==> src/rtl/time_ordered_event_queue_defines.svh <==
// ---------------------------------------------------------------------------
// Time-ordered event queue: assertion macros
// Shared checks on the clk/rst domain of the queue.
// ---------------------------------------------------------------------------
`ifndef TIME_ORDERED_EVENT_QUEUE_DEFINES_SVH
`define TIME_ORDERED_EVENT_QUEUE_DEFINES_SVH

// same-cycle implication
`define TOEQ_ASSERT_NOW(lbl, ante, cons) \
  lbl: assert property (@(posedge clk) disable iff (rst) (ante) |-> (cons)) \
    else $error("queue check failed");

// next-cycle implication
`define TOEQ_ASSERT_NEXT(lbl, ante, cons) \
  lbl: assert property (@(posedge clk) disable iff (rst) (ante) |=> (cons)) \
    else $error("queue check failed");

`endif

==> src/rtl/toeq_pkg.sv <==
// ---------------------------------------------------------------------------
// toeq_pkg
// Types and codes shared by the time-ordered event queue modules.
// ---------------------------------------------------------------------------
`default_nettype none

package toeq_pkg;

  localparam int TIME_W   = 32;
  localparam int WEIGHT_W = 16;
  localparam int SOURCE_W = 16;
  localparam int OCC_W    = 6;

  localparam logic CMD_INSERT = 1'b0;
  localparam logic CMD_POP    = 1'b1;

  typedef enum logic [1:0] {
    ST_INSERTED = 2'd0,
    ST_FULL     = 2'd1,
    ST_POPPED   = 2'd2,
    ST_EMPTY    = 2'd3
  } status_t;

  typedef struct packed {
    logic [TIME_W-1:0]          time_v;
    logic signed [WEIGHT_W-1:0] weight;
    logic [SOURCE_W-1:0]        source;
  } entry_t;

  typedef struct packed {
    status_t                    status;
    logic [TIME_W-1:0]          time_v;
    logic signed [WEIGHT_W-1:0] weight;
    logic [SOURCE_W-1:0]        source;
    logic [OCC_W-1:0]           occupancy;
  } result_t;

endpackage

`default_nettype wire

==> src/rtl/toeq_mem.sv <==
// ---------------------------------------------------------------------------
// toeq_mem
// Entry store: one write port, one read port, registered read data.
// ---------------------------------------------------------------------------
`default_nettype none

module toeq_mem #(
  parameter int RING_DEPTH = 64,
  localparam int AW = $clog2(RING_DEPTH)
) (
  input  wire logic            clk,
  input  wire logic            we,
  input  wire logic [AW-1:0]   waddr,
  input  wire toeq_pkg::entry_t wdata,
  input  wire logic            rd_en,
  input  wire logic [AW-1:0]   raddr,
  output toeq_pkg::entry_t     rdata
);

  toeq_pkg::entry_t mem [RING_DEPTH];

  always_ff @(posedge clk) begin
    if (we) begin
      mem[waddr] <= wdata;
    end
  end

  always_ff @(posedge clk) begin
    if (rd_en) begin
      rdata <= mem[raddr];
    end
  end

endmodule

`default_nettype wire

==> src/rtl/toeq_ctrl.sv <==
// ---------------------------------------------------------------------------
// toeq_ctrl
// Request sequencer: ring pointers, insertion shift walk and pop.
// ---------------------------------------------------------------------------
`default_nettype none

module toeq_ctrl #(
  parameter int RING_DEPTH = 64,
  localparam int AW = $clog2(RING_DEPTH)
) (
  input  wire logic                                clk,
  input  wire logic                                rst,
  input  wire logic                                in_valid,
  output logic                                     in_ready,
  input  wire logic                                cmd,
  input  wire logic [toeq_pkg::TIME_W-1:0]         event_time,
  input  wire logic signed [toeq_pkg::WEIGHT_W-1:0] event_weight,
  input  wire logic [toeq_pkg::SOURCE_W-1:0]       source_id,
  output logic                                     res_valid,
  input  wire logic                                res_ready,
  output toeq_pkg::result_t                        res,
  output logic                                     mem_we,
  output logic [AW-1:0]                            mem_waddr,
  output toeq_pkg::entry_t                         mem_wdata,
  output logic                                     mem_rd_en,
  output logic [AW-1:0]                            mem_raddr,
  input  wire toeq_pkg::entry_t                    mem_rdata
);

  typedef enum logic [3:0] {
    S_IDLE = 4'b0001,
    S_EVAL = 4'b0010,
    S_POP  = 4'b0100,
    S_FIN  = 4'b1000
  } state_t;

  localparam logic [AW-1:0] LAST    = AW'(RING_DEPTH - 1);
  localparam logic [AW:0]   DEPTH_C = (AW+1)'(RING_DEPTH);

  function automatic logic [AW-1:0] ring_next(input logic [AW-1:0] i);
    return (i == LAST) ? '0 : i + 1'b1;
  endfunction

  function automatic logic [AW-1:0] ring_prev(input logic [AW-1:0] i);
    return (i == '0) ? LAST : i - 1'b1;
  endfunction

  state_t                 state;
  logic [AW-1:0]          tail;
  logic [AW-1:0]          head;
  logic [AW-1:0]          idx;
  toeq_pkg::entry_t       ins;
  toeq_pkg::status_t      res_status;
  toeq_pkg::entry_t       res_entry;
  logic                   shift;
  logic [AW:0]            count;

  // keep moving up while the held entry is strictly later than the new one and the walk has not reached head
  assign shift = (idx != head) && (ins.time_v < mem_rdata.time_v);

  assign count = (tail >= head) ? ({1'b0, tail} - {1'b0, head})
                                : ({1'b0, tail} + DEPTH_C - {1'b0, head});

  assign in_ready  = (state == S_IDLE);
  assign res_valid = (state == S_FIN);
  assign res = '{status:    res_status,
                 time_v:    res_entry.time_v,
                 weight:    res_entry.weight,
                 source:    res_entry.source,
                 occupancy: toeq_pkg::OCC_W'(count)};

  always_comb begin
    mem_rd_en = 1'b0;
    mem_raddr = tail;
    mem_we    = 1'b0;
    mem_waddr = ring_next(idx);
    mem_wdata = ins;
    case (state)
      S_IDLE: begin
        if (in_valid) begin
          mem_rd_en = 1'b1;
          mem_raddr = (cmd == toeq_pkg::CMD_POP) ? ring_next(head) : tail;
        end
      end
      S_EVAL: begin
        mem_we = 1'b1;
        if (shift) begin
          mem_wdata = mem_rdata;
          mem_rd_en = 1'b1;
          mem_raddr = ring_prev(idx);
        end
      end
      default: begin
      end
    endcase
  end

  always_ff @(posedge clk) begin
    if (rst) begin
      state <= S_IDLE;
      tail  <= '0;
      head  <= '0;
    end else begin
      case (state)
        S_IDLE: begin
          if (in_valid) begin
            res_entry <= '0;
            if (cmd == toeq_pkg::CMD_POP) begin
              if (tail == head) begin
                res_status <= toeq_pkg::ST_EMPTY;
                state      <= S_FIN;
              end else begin
                state <= S_POP;
              end
            end else if (ring_next(tail) == head) begin
              res_status <= toeq_pkg::ST_FULL;
              state      <= S_FIN;
            end else begin
              ins   <= '{time_v: event_time, weight: event_weight, source: source_id};
              idx   <= tail;
              state <= S_EVAL;
            end
          end
        end
        S_EVAL: begin
          if (shift) begin
            idx <= ring_prev(idx);
          end else begin
            tail       <= ring_next(tail);
            res_status <= toeq_pkg::ST_INSERTED;
            state      <= S_FIN;
          end
        end
        S_POP: begin
          res_entry  <= mem_rdata;
          head       <= ring_next(head);
          res_status <= toeq_pkg::ST_POPPED;
          state      <= S_FIN;
        end
        S_FIN: begin
          if (res_ready) begin
            state <= S_IDLE;
          end
        end
        default: begin
          state <= S_IDLE;
        end
      endcase
    end
  end

endmodule

`default_nettype wire

==> src/rtl/time_ordered_event_queue.sv <==
// Time-ordered event queue. Events are held in one entry RAM, sorted by time,
// earliest first; equal times keep arrival order. One request is worked at a
// time. An insert walks down from the tail, moving one later entry up a slot
// per cycle through the RAM's single read and single write port, once for
// each entry later than the new event (at most RING_DEPTH - 2 of them). A
// pop reads the earliest entry before its result; a refused insert or an
// empty pop goes straight to its result. The next request is taken the
// cycle after the result leaves the sequencer; a registered output stage
// holds it for the consumer. At most RING_DEPTH - 1 events are held.
// ---------------------------------------------------------------------------
// time_ordered_event_queue
// Sorted per-neuron event queue: insert in time order, pop earliest.
// ---------------------------------------------------------------------------
`default_nettype none

module time_ordered_event_queue #(
  parameter int RING_DEPTH = 64
) (
  input  wire logic                                 clk,
  input  wire logic                                 rst,
  input  wire logic                                 in_valid,
  output logic                                      in_ready,
  input  wire logic                                 cmd,
  input  wire logic [toeq_pkg::TIME_W-1:0]          event_time,
  input  wire logic signed [toeq_pkg::WEIGHT_W-1:0] event_weight,
  input  wire logic [toeq_pkg::SOURCE_W-1:0]        source_id,
  output logic                                      out_valid,
  input  wire logic                                 out_ready,
  output logic [1:0]                                status,
  output logic [toeq_pkg::TIME_W-1:0]               head_time,
  output logic signed [toeq_pkg::WEIGHT_W-1:0]      head_weight,
  output logic [toeq_pkg::SOURCE_W-1:0]             head_source,
  output logic [toeq_pkg::OCC_W-1:0]                occupancy
);

  localparam int AW = $clog2(RING_DEPTH);

  logic               res_valid;
  logic               res_ready;
  toeq_pkg::result_t  res;
  logic               mem_we;
  logic [AW-1:0]      mem_waddr;
  toeq_pkg::entry_t   mem_wdata;
  logic               mem_rd_en;
  logic [AW-1:0]      mem_raddr;
  toeq_pkg::entry_t   mem_rdata;

  toeq_ctrl #(.RING_DEPTH(RING_DEPTH)) u_ctrl (
    .clk          (clk),
    .rst          (rst),
    .in_valid     (in_valid),
    .in_ready     (in_ready),
    .cmd          (cmd),
    .event_time   (event_time),
    .event_weight (event_weight),
    .source_id    (source_id),
    .res_valid    (res_valid),
    .res_ready    (res_ready),
    .res          (res),
    .mem_we       (mem_we),
    .mem_waddr    (mem_waddr),
    .mem_wdata    (mem_wdata),
    .mem_rd_en    (mem_rd_en),
    .mem_raddr    (mem_raddr),
    .mem_rdata    (mem_rdata)
  );

  toeq_mem #(.RING_DEPTH(RING_DEPTH)) u_mem (
    .clk   (clk),
    .we    (mem_we),
    .waddr (mem_waddr),
    .wdata (mem_wdata),
    .rd_en (mem_rd_en),
    .raddr (mem_raddr),
    .rdata (mem_rdata)
  );

  // output register
  assign res_ready = !out_valid || out_ready;

  always_ff @(posedge clk) begin
    if (rst) begin
      out_valid <= 1'b0;
    end else if (res_valid && res_ready) begin
      out_valid <= 1'b1;
    end else if (out_ready) begin
      out_valid <= 1'b0;
    end
  end

  always_ff @(posedge clk) begin
    if (res_valid && res_ready) begin
      status      <= res.status;
      head_time   <= res.time_v;
      head_weight <= res.weight;
      head_source <= res.source;
      occupancy   <= res.occupancy;
    end
  end

`include "time_ordered_event_queue_defines.svh"

  `TOEQ_ASSERT_NEXT(a_busy_after_request, in_valid && in_ready, !in_ready)
  `TOEQ_ASSERT_NOW(a_zero_unless_popped,
      out_valid && (status != toeq_pkg::ST_POPPED),
      (head_time == '0) && (head_weight == '0) && (head_source == '0))
  `TOEQ_ASSERT_NOW(a_full_occupancy,
      out_valid && (status == toeq_pkg::ST_FULL),
      occupancy == toeq_pkg::OCC_W'(RING_DEPTH - 1))
  `TOEQ_ASSERT_NOW(a_empty_occupancy,
      out_valid && (status == toeq_pkg::ST_EMPTY), occupancy == '0)

endmodule

`default_nettype wire

==> config.mk <==
export PLATFORM = sky130hd
export DESIGN_NAME = time_ordered_event_queue
export DESIGN_NICKNAME = d
export VERILOG_FILES = /design/src/rtl/toeq_pkg.sv /design/src/rtl/toeq_mem.sv /design/src/rtl/toeq_ctrl.sv /design/src/rtl/time_ordered_event_queue.sv
export VERILOG_INCLUDE_DIRS = /design/src /design/src/rtl
export SDC_FILE = /design/constraint.sdc
export NUM_CORES = 2
export LEC_CHECK = 0
export BUFFER_PORTS_ARGS = -buffer_cell sky130_fd_sc_hd__buf_2
export CELL_PAD_IN_SITES_DETAIL_PLACEMENT = 1
export CELL_PAD_IN_SITES_GLOBAL_PLACEMENT = 1
export CORE_AREA = 2 2 623 625
export DETAILED_ROUTE_END_ITERATION = 16
export DIE_AREA = 0 0 625 627
export PLACE_DENSITY = 0.72
export REMOVE_ABC_BUFFERS = 1
export SKIP_LAST_GASP = 1
export SYNTH_ARGS = -nofsm -noshare
export SYNTH_HDL_FRONTEND = slang
export SYNTH_SLANG_ARGS = --single-unit
==> constraint.sdc <==
create_clock -name clk -period 7.1 [get_ports clk]
set_input_delay 1.065 -clock clk [delete_from_list [all_inputs] [get_ports clk]]
set_output_delay 1.065 -clock clk [all_outputs]
set_load 0.005 [all_outputs]
# Yosys cells after proc, flatten, opt, wreduce, memory -nomap -nowiden
# Memory sizes are Yosys's and may differ from the RTL's. A register that Yosys moved wholly into a read port is not among the register bits.
# Index checks and enable logic that the tools add are counted.
# totals
ram_bits	4096
ff_bits	225
input_bits	69
elab_cells	103
output_inout_bits	74
memories	1
# classes
n_reduce_logical	15
muxes	39
magnitude_cmp	2
add_sub_neg	7
n_eq_ne	18
n_bitwise	4
# memory_table
name	depth	word_bits	rd	rd_ports_with_merged_regs	write_ports	line	text
u_mem.mem	64	64	1	1	1	toeq_mem.sv:20	toeq_pkg::entry_t mem [RING_DEPTH];
# ops
op	n
$mux 64	3
$pmux 64 s2	1
$mux 6	12
$lt 32x32->1	1
$add 6x1->6 const B	4
$mux 4	6
$pmux 6 s2	2
$eq 6x6->1 const B	3
$pmux 4 s4	1
$eq 6x6->1	2
$reduce_and 6->1	2
$sub 6x6->6	2
$mux 2	5
$ne 2x2->1 const B	4
$mux 1	7
$ge 6x6->1	1
$logic_not 6->1	1
$ne 6x6->1	1
$pmux 2 s3	1
$reduce_and 3->1	2
$reduce_bool 2->1	3
$sub 6x1->6 const B	1
$reduce_and 5->1	1
$eq 4x1->1 const B	1
other kinds (13)	18

# Longest topological paths before layout
# logic_depth
ltp_word	7
ltp_mapped	19
depth_no_buf	13

# Modules after synthesis
# A second synthesis with hierarchy kept.
# hier_totals
hier_cells	7357
hier_area_um2	166925.1
# by_module_without_submodules
mod	area_each_um2	seq_area_each_um2	cells_per_inst	n_inst
toeq_mem	156989.3	124919.8	6598	1
toeq_ctrl	7718.7	4404.2	682	1
time_ordered_event_queue	2217.1	2182.1	77	1

# Least setup slack after synthesis
# OpenSTA, ideal clock, no wires.
# synth_path
path_kind	register -> register
startpoint	reg u_ctrl.tail[2]
endpoint	reg u_ctrl.ins[0] in the netlist's numbering (enable)
n_path_buf	1
path_stages_with_launch	9
setup_slack_ps	246
synth_period_minus_slack_ps	6854
arrival_ps	6276
setup_ps	578
t_required_ps	6522
cell_sequence	dfxtp_1 > clkbuf_1 > nand3_1 > a21boi_0 > o21ai_0 > o31ai_1 > xnor2_1 > a31oi_1 > nor3b_1
# synth_via
elab_chain_cells	5
word_cells_on_any_way	6
cone_classes	add/sub (1); eq/ne (2); mux (1); bitwise (1); reduce/logical (1)
# synth_lines
element	line	text
start: declaration	toeq_ctrl.sv:49	logic [AW-1:0] tail;
start signal: assignment	toeq_ctrl.sv:129	tail <= ring_next(tail);
$add 6x1->6 / $eq 6x6->1 (equally long branches)	toeq_ctrl.sv:41	return (i == LAST) ? '0 : i + 1'b1;
$mux 6 (*)	toeq_ctrl.sv:41	
$eq 6x6->1 (*)	toeq_ctrl.sv:115	end else if (ring_next(tail) == head) begin
$not 1->1 (no line) (*)	--	
$reduce_and 5->1 (no line) (*)	--	
end signal: assignment	toeq_ctrl.sv:119	ins <= '{time_v: event_time, weight: event_weight, source: source_id};
end: declaration	toeq_ctrl.sv:52	toeq_pkg::entry_t ins;
# Every way passes the cells marked *; elsewhere a longest branch is shown, timed or not.
# A chain may end at the register's enable or synchronous reset.

# Final worst setup path
# layout_path
startpoint	reg u_mem.rdata[53] (netlist name)
endpoint	reg u_mem.rdata[29] (netlist name)
# layout_via
elab_chain_cells	4
word_cells_on_any_way	6
cone_classes	order compare (1); mux (4); reduce/logical (1)
# layout_lines
element	line	text
$lt 32x32->1 (*)	toeq_ctrl.sv:59	assign shift = (idx != head) && (ins.time_v < mem_rdata.time_v);
$logic_and 1x1->1 (*)	toeq_ctrl.sv:59	
$mux 6 / $mux 1 (equally long branches)	toeq_ctrl.sv:87	if (shift) begin
$pmux 6 s2 / $pmux 1 s2 (equally long branches)	toeq_ctrl.sv:78	case (state)
# Marked as above.

==> summary.txt <==
Synthesis
  • Avg Inst Size Synth: around 14 um^2
  • Yosys top cell area share: 75.91%
  • Synth cell types: 81
  • Area leader, netlist: edfxtp_1
  • Post-synthesis register bit count: 4385
  • Mapped Area: 172800 um^2
  • Post-Synthesis Cells: 12360
  • Top FF cell, synth: edfxtp_1
  • Ys async rst share: 0%
  • Synth warn: 0
  • Register area share after synthesis: 76.11%
  • Post-synth top cells: edfxtp_1, nand2_1, nand3_1
  • Synth top area cells: edfxtp_1, nand2_1, nand3_1
  • Post-synth EDFFs: 4368
  • Most common cell in the netlist: edfxtp_1

Power
  • Seq pwr share: 39.5%
  • Switching share of power: about a third
  • VDD IR-drop max: 0.3835 mV
  • PwrDens: 375.6 nW/um^2
  • Lkg Pwr: 66.40 nW
  • Combinational share of power: 28.8%
  • Clock Power Share: 31.7%
  • Internal power: 48.15 mW
  • Sw Pwr: 25.78 mW

CTS
  • Clk Latency, worst-skew pair: roughly 1000 ps
  • H-tree Lvls: 5
  • TritonCTS Buffers: 440
  • Clock Pin Slew Worst Setup and Hold Paths: roughly 60 ps
  • CTS tree: yes
  • Setup Buffers After CTS: 0
  • Hold Buf Count CTS: 0
  • Cts repair resizes: 0
  • CTS sink count: roughly 4400
  • Root buffer cell: clkbuf_16
  • Max Root-Sink Buffers: 4

Setup path
  • Crit end category: register
  • Startpoint Class: register
  • Crit-path max FO: 28
  • CP Class: register to register
  • CP arrival: between 7000 and 8000 ps
  • Data required time of the worst path: 7800 ps

Drt
  • Final WL: around 620000 um
  • Via/cell ratio: around 6.4
  • Drt drc: 0
  • Wirelength per Cell: roughly 35 um
  • Via count: 116100
  • First DRT Iteration DRCs: 16960
  • First-pass detailed-route iteration total: 6
  • DRT antenna net count: 0

Global route
  • M1 GR Usage: 40.19%
  • Top Usage Layer GRT: met2
  • GR Layer Usage met2: around half
  • First-pass GRT wire length: 870100 um
  • GR Overflow Total: 0
  • Vias in the first global route: 117500
  • Largest net degree at the start of global routing: approximately 170
  • Initial antenna violation count: 27
  • GR Util met3: 5.812%
  • GRT Total Usage: a little under a third

Cells and area
  • NumNets Final: 12680
  • Layout area overhead: 13.91%
  • Cell area after layout: 196800 um^2
  • Layout cells sized above 1: between 10 and 15%
  • Post-layout util: 51.15%

STA
  • Final setup vio count: 0
  • Worst-margin pin slew: 1410 ps
  • Final worst path period share: 90.39%
  • Fmax: 0.1558 GHz
  • Fin. max-slew vios: 0
  • Layout Skew: roughly 73 ps
  • RSZ-0062 raised after global routing: no
  • Final setup margin: 682.4 ps
  • Tmin final: between 6000 and 7000 ps
  • Slew headroom: ~5.7%
  • Final Hold Fails: 0

Placement
  • Port bufs: 142
  • GP Congestion: around 0.85
  • Post-Place Setup Slack: 952.2 ps
  • Placed cell area: 182300 um^2
  • Dpl hpwl: 325100 um

Floorplanning
  • Core ar.: 384800 um^2
  • I/O pin count: 143
  • Initial core utilization: 44.90%
  • Die Width: 625 um
  • Die Height: between 600 and 700 um
  • Die footprint: 391900 um^2
  • # rows: roughly 230

Min path
  • Hold Crit Class: input port to register

Flow run
  • Max_cap viols: 0

Outcome
  • Status: finished clean
==> per-stage QoR <==
stage	hold WS, ps	TNS (ps)	power, mW	instances
2_1_floorplan	400.3	-2203970	40.21	11520
3_3_place_gp	402.3	0	49.64	17180
3_5_place_dp	406.2	0	50.50	17180
4_1_cts	151.7	0	73.79	17990
5_1_grt	194.7	0	76.42	18000
6_report	218.1	0	73.93	18020
==> layout make-up <==
cell class                      count  area [um^2]
Tap cell                         5060         6331
Inverter                           46        177.7
Timing Repair Buffer              614         5821
Antenna cell                       13        32.53
Clock buffer                      525        11480
Clock inverter                    288         2814
Multi-Input combinational cell   7084        38660
Fill cell                       37160       188000
Sequential cell                  4385       131500
==> power groups by stage <==
| stage | clock network [mW] | registers (mW) | logic (mW) |
|---|---|---|---|
| finish | 23.5 | 29.2 | 21.3 |
| global route | 24.5 | 29.2 | 22.8 |
| CTS | 23.6 | 29.2 | 21.0 |
| detailed placement | 0 | 29.8 | 20.7 |
| global placement | 0 | 29.8 | 19.9 |
| floorplan | 0 | 29.4 | 10.8 |
==> critical path, stage by stage (launching register included) <==
cell,delay [ps]
edfxtp_1,450
inv_1,180
ha_1,270
a21oi_1,450
o21ai_0,500
o2bb2ai_1,310
or3_1,500
o221ai_1,510
and2_4,690
buf_12,310
buf_4,380
a31oi_1,180
a2111oi_2,650
nand4_1,280
or3_1,360
==> state kept, by name (all words and copies together), names as in the netlist, 16 cells and up <==
name,count
u_mem.mem,4096
u_mem.rdata,64
head_weight,16
u_ctrl.res,64
head_source,16
u_ctrl.ins,64
head_time,32
==> kinds of logic after synthesis <==
group,share of synthesized area (%)
multiplexers,2.057
adder cells (fa/ha/maj),0.3085
buffers and inverters,2.143
flip-flops,76.11
AND/OR/NAND/NOR,13.09
XOR/XNOR,0.1470
AO/OA/AOI/OAI,6.147
==> metal layers <==
metal	vias up	routed length [um]
li1	46870	-
met1	60080	228200
met2	7297	289500
met3	1811	65630
met4	14	38880
met5	-	99
==> layout by cell type, fill, tap and decap left out, types with 76 or more instances in the layout <==
master,Yosys,routed
clkinv_2,0,86
buf_12,0,122
clkinv_1,0,110
nand3_1,1300,1300
nand2_1,2854,2852
o21ai_0,172,140
nor2_1,217,141
nand4_1,196,196
clkbuf_16,0,447
nor2_4,0,76
edfxtp_1,4368,4368
a21oi_1,432,430
and3_1,376,376
buf_4,9,348
clkbuf_1,600,78
mux2i_1,348,348
a211oi_1,615,615
buf_2,123,142
==> worst paths after layout <==
path,endpoint,cells past startpoint,start,slack [ps]
setup / recovery,u_mem.rdata[29],14,u_mem.rdata[53],680
hold / removal,u_ctrl.ins[9],1,source_id[9],220
setup reg to reg,u_mem.rdata[29],14,u_mem.rdata[53],680
hold reg to reg,head_source[10],0,u_ctrl.res[16],420
(Power assumes the default switching activity.)
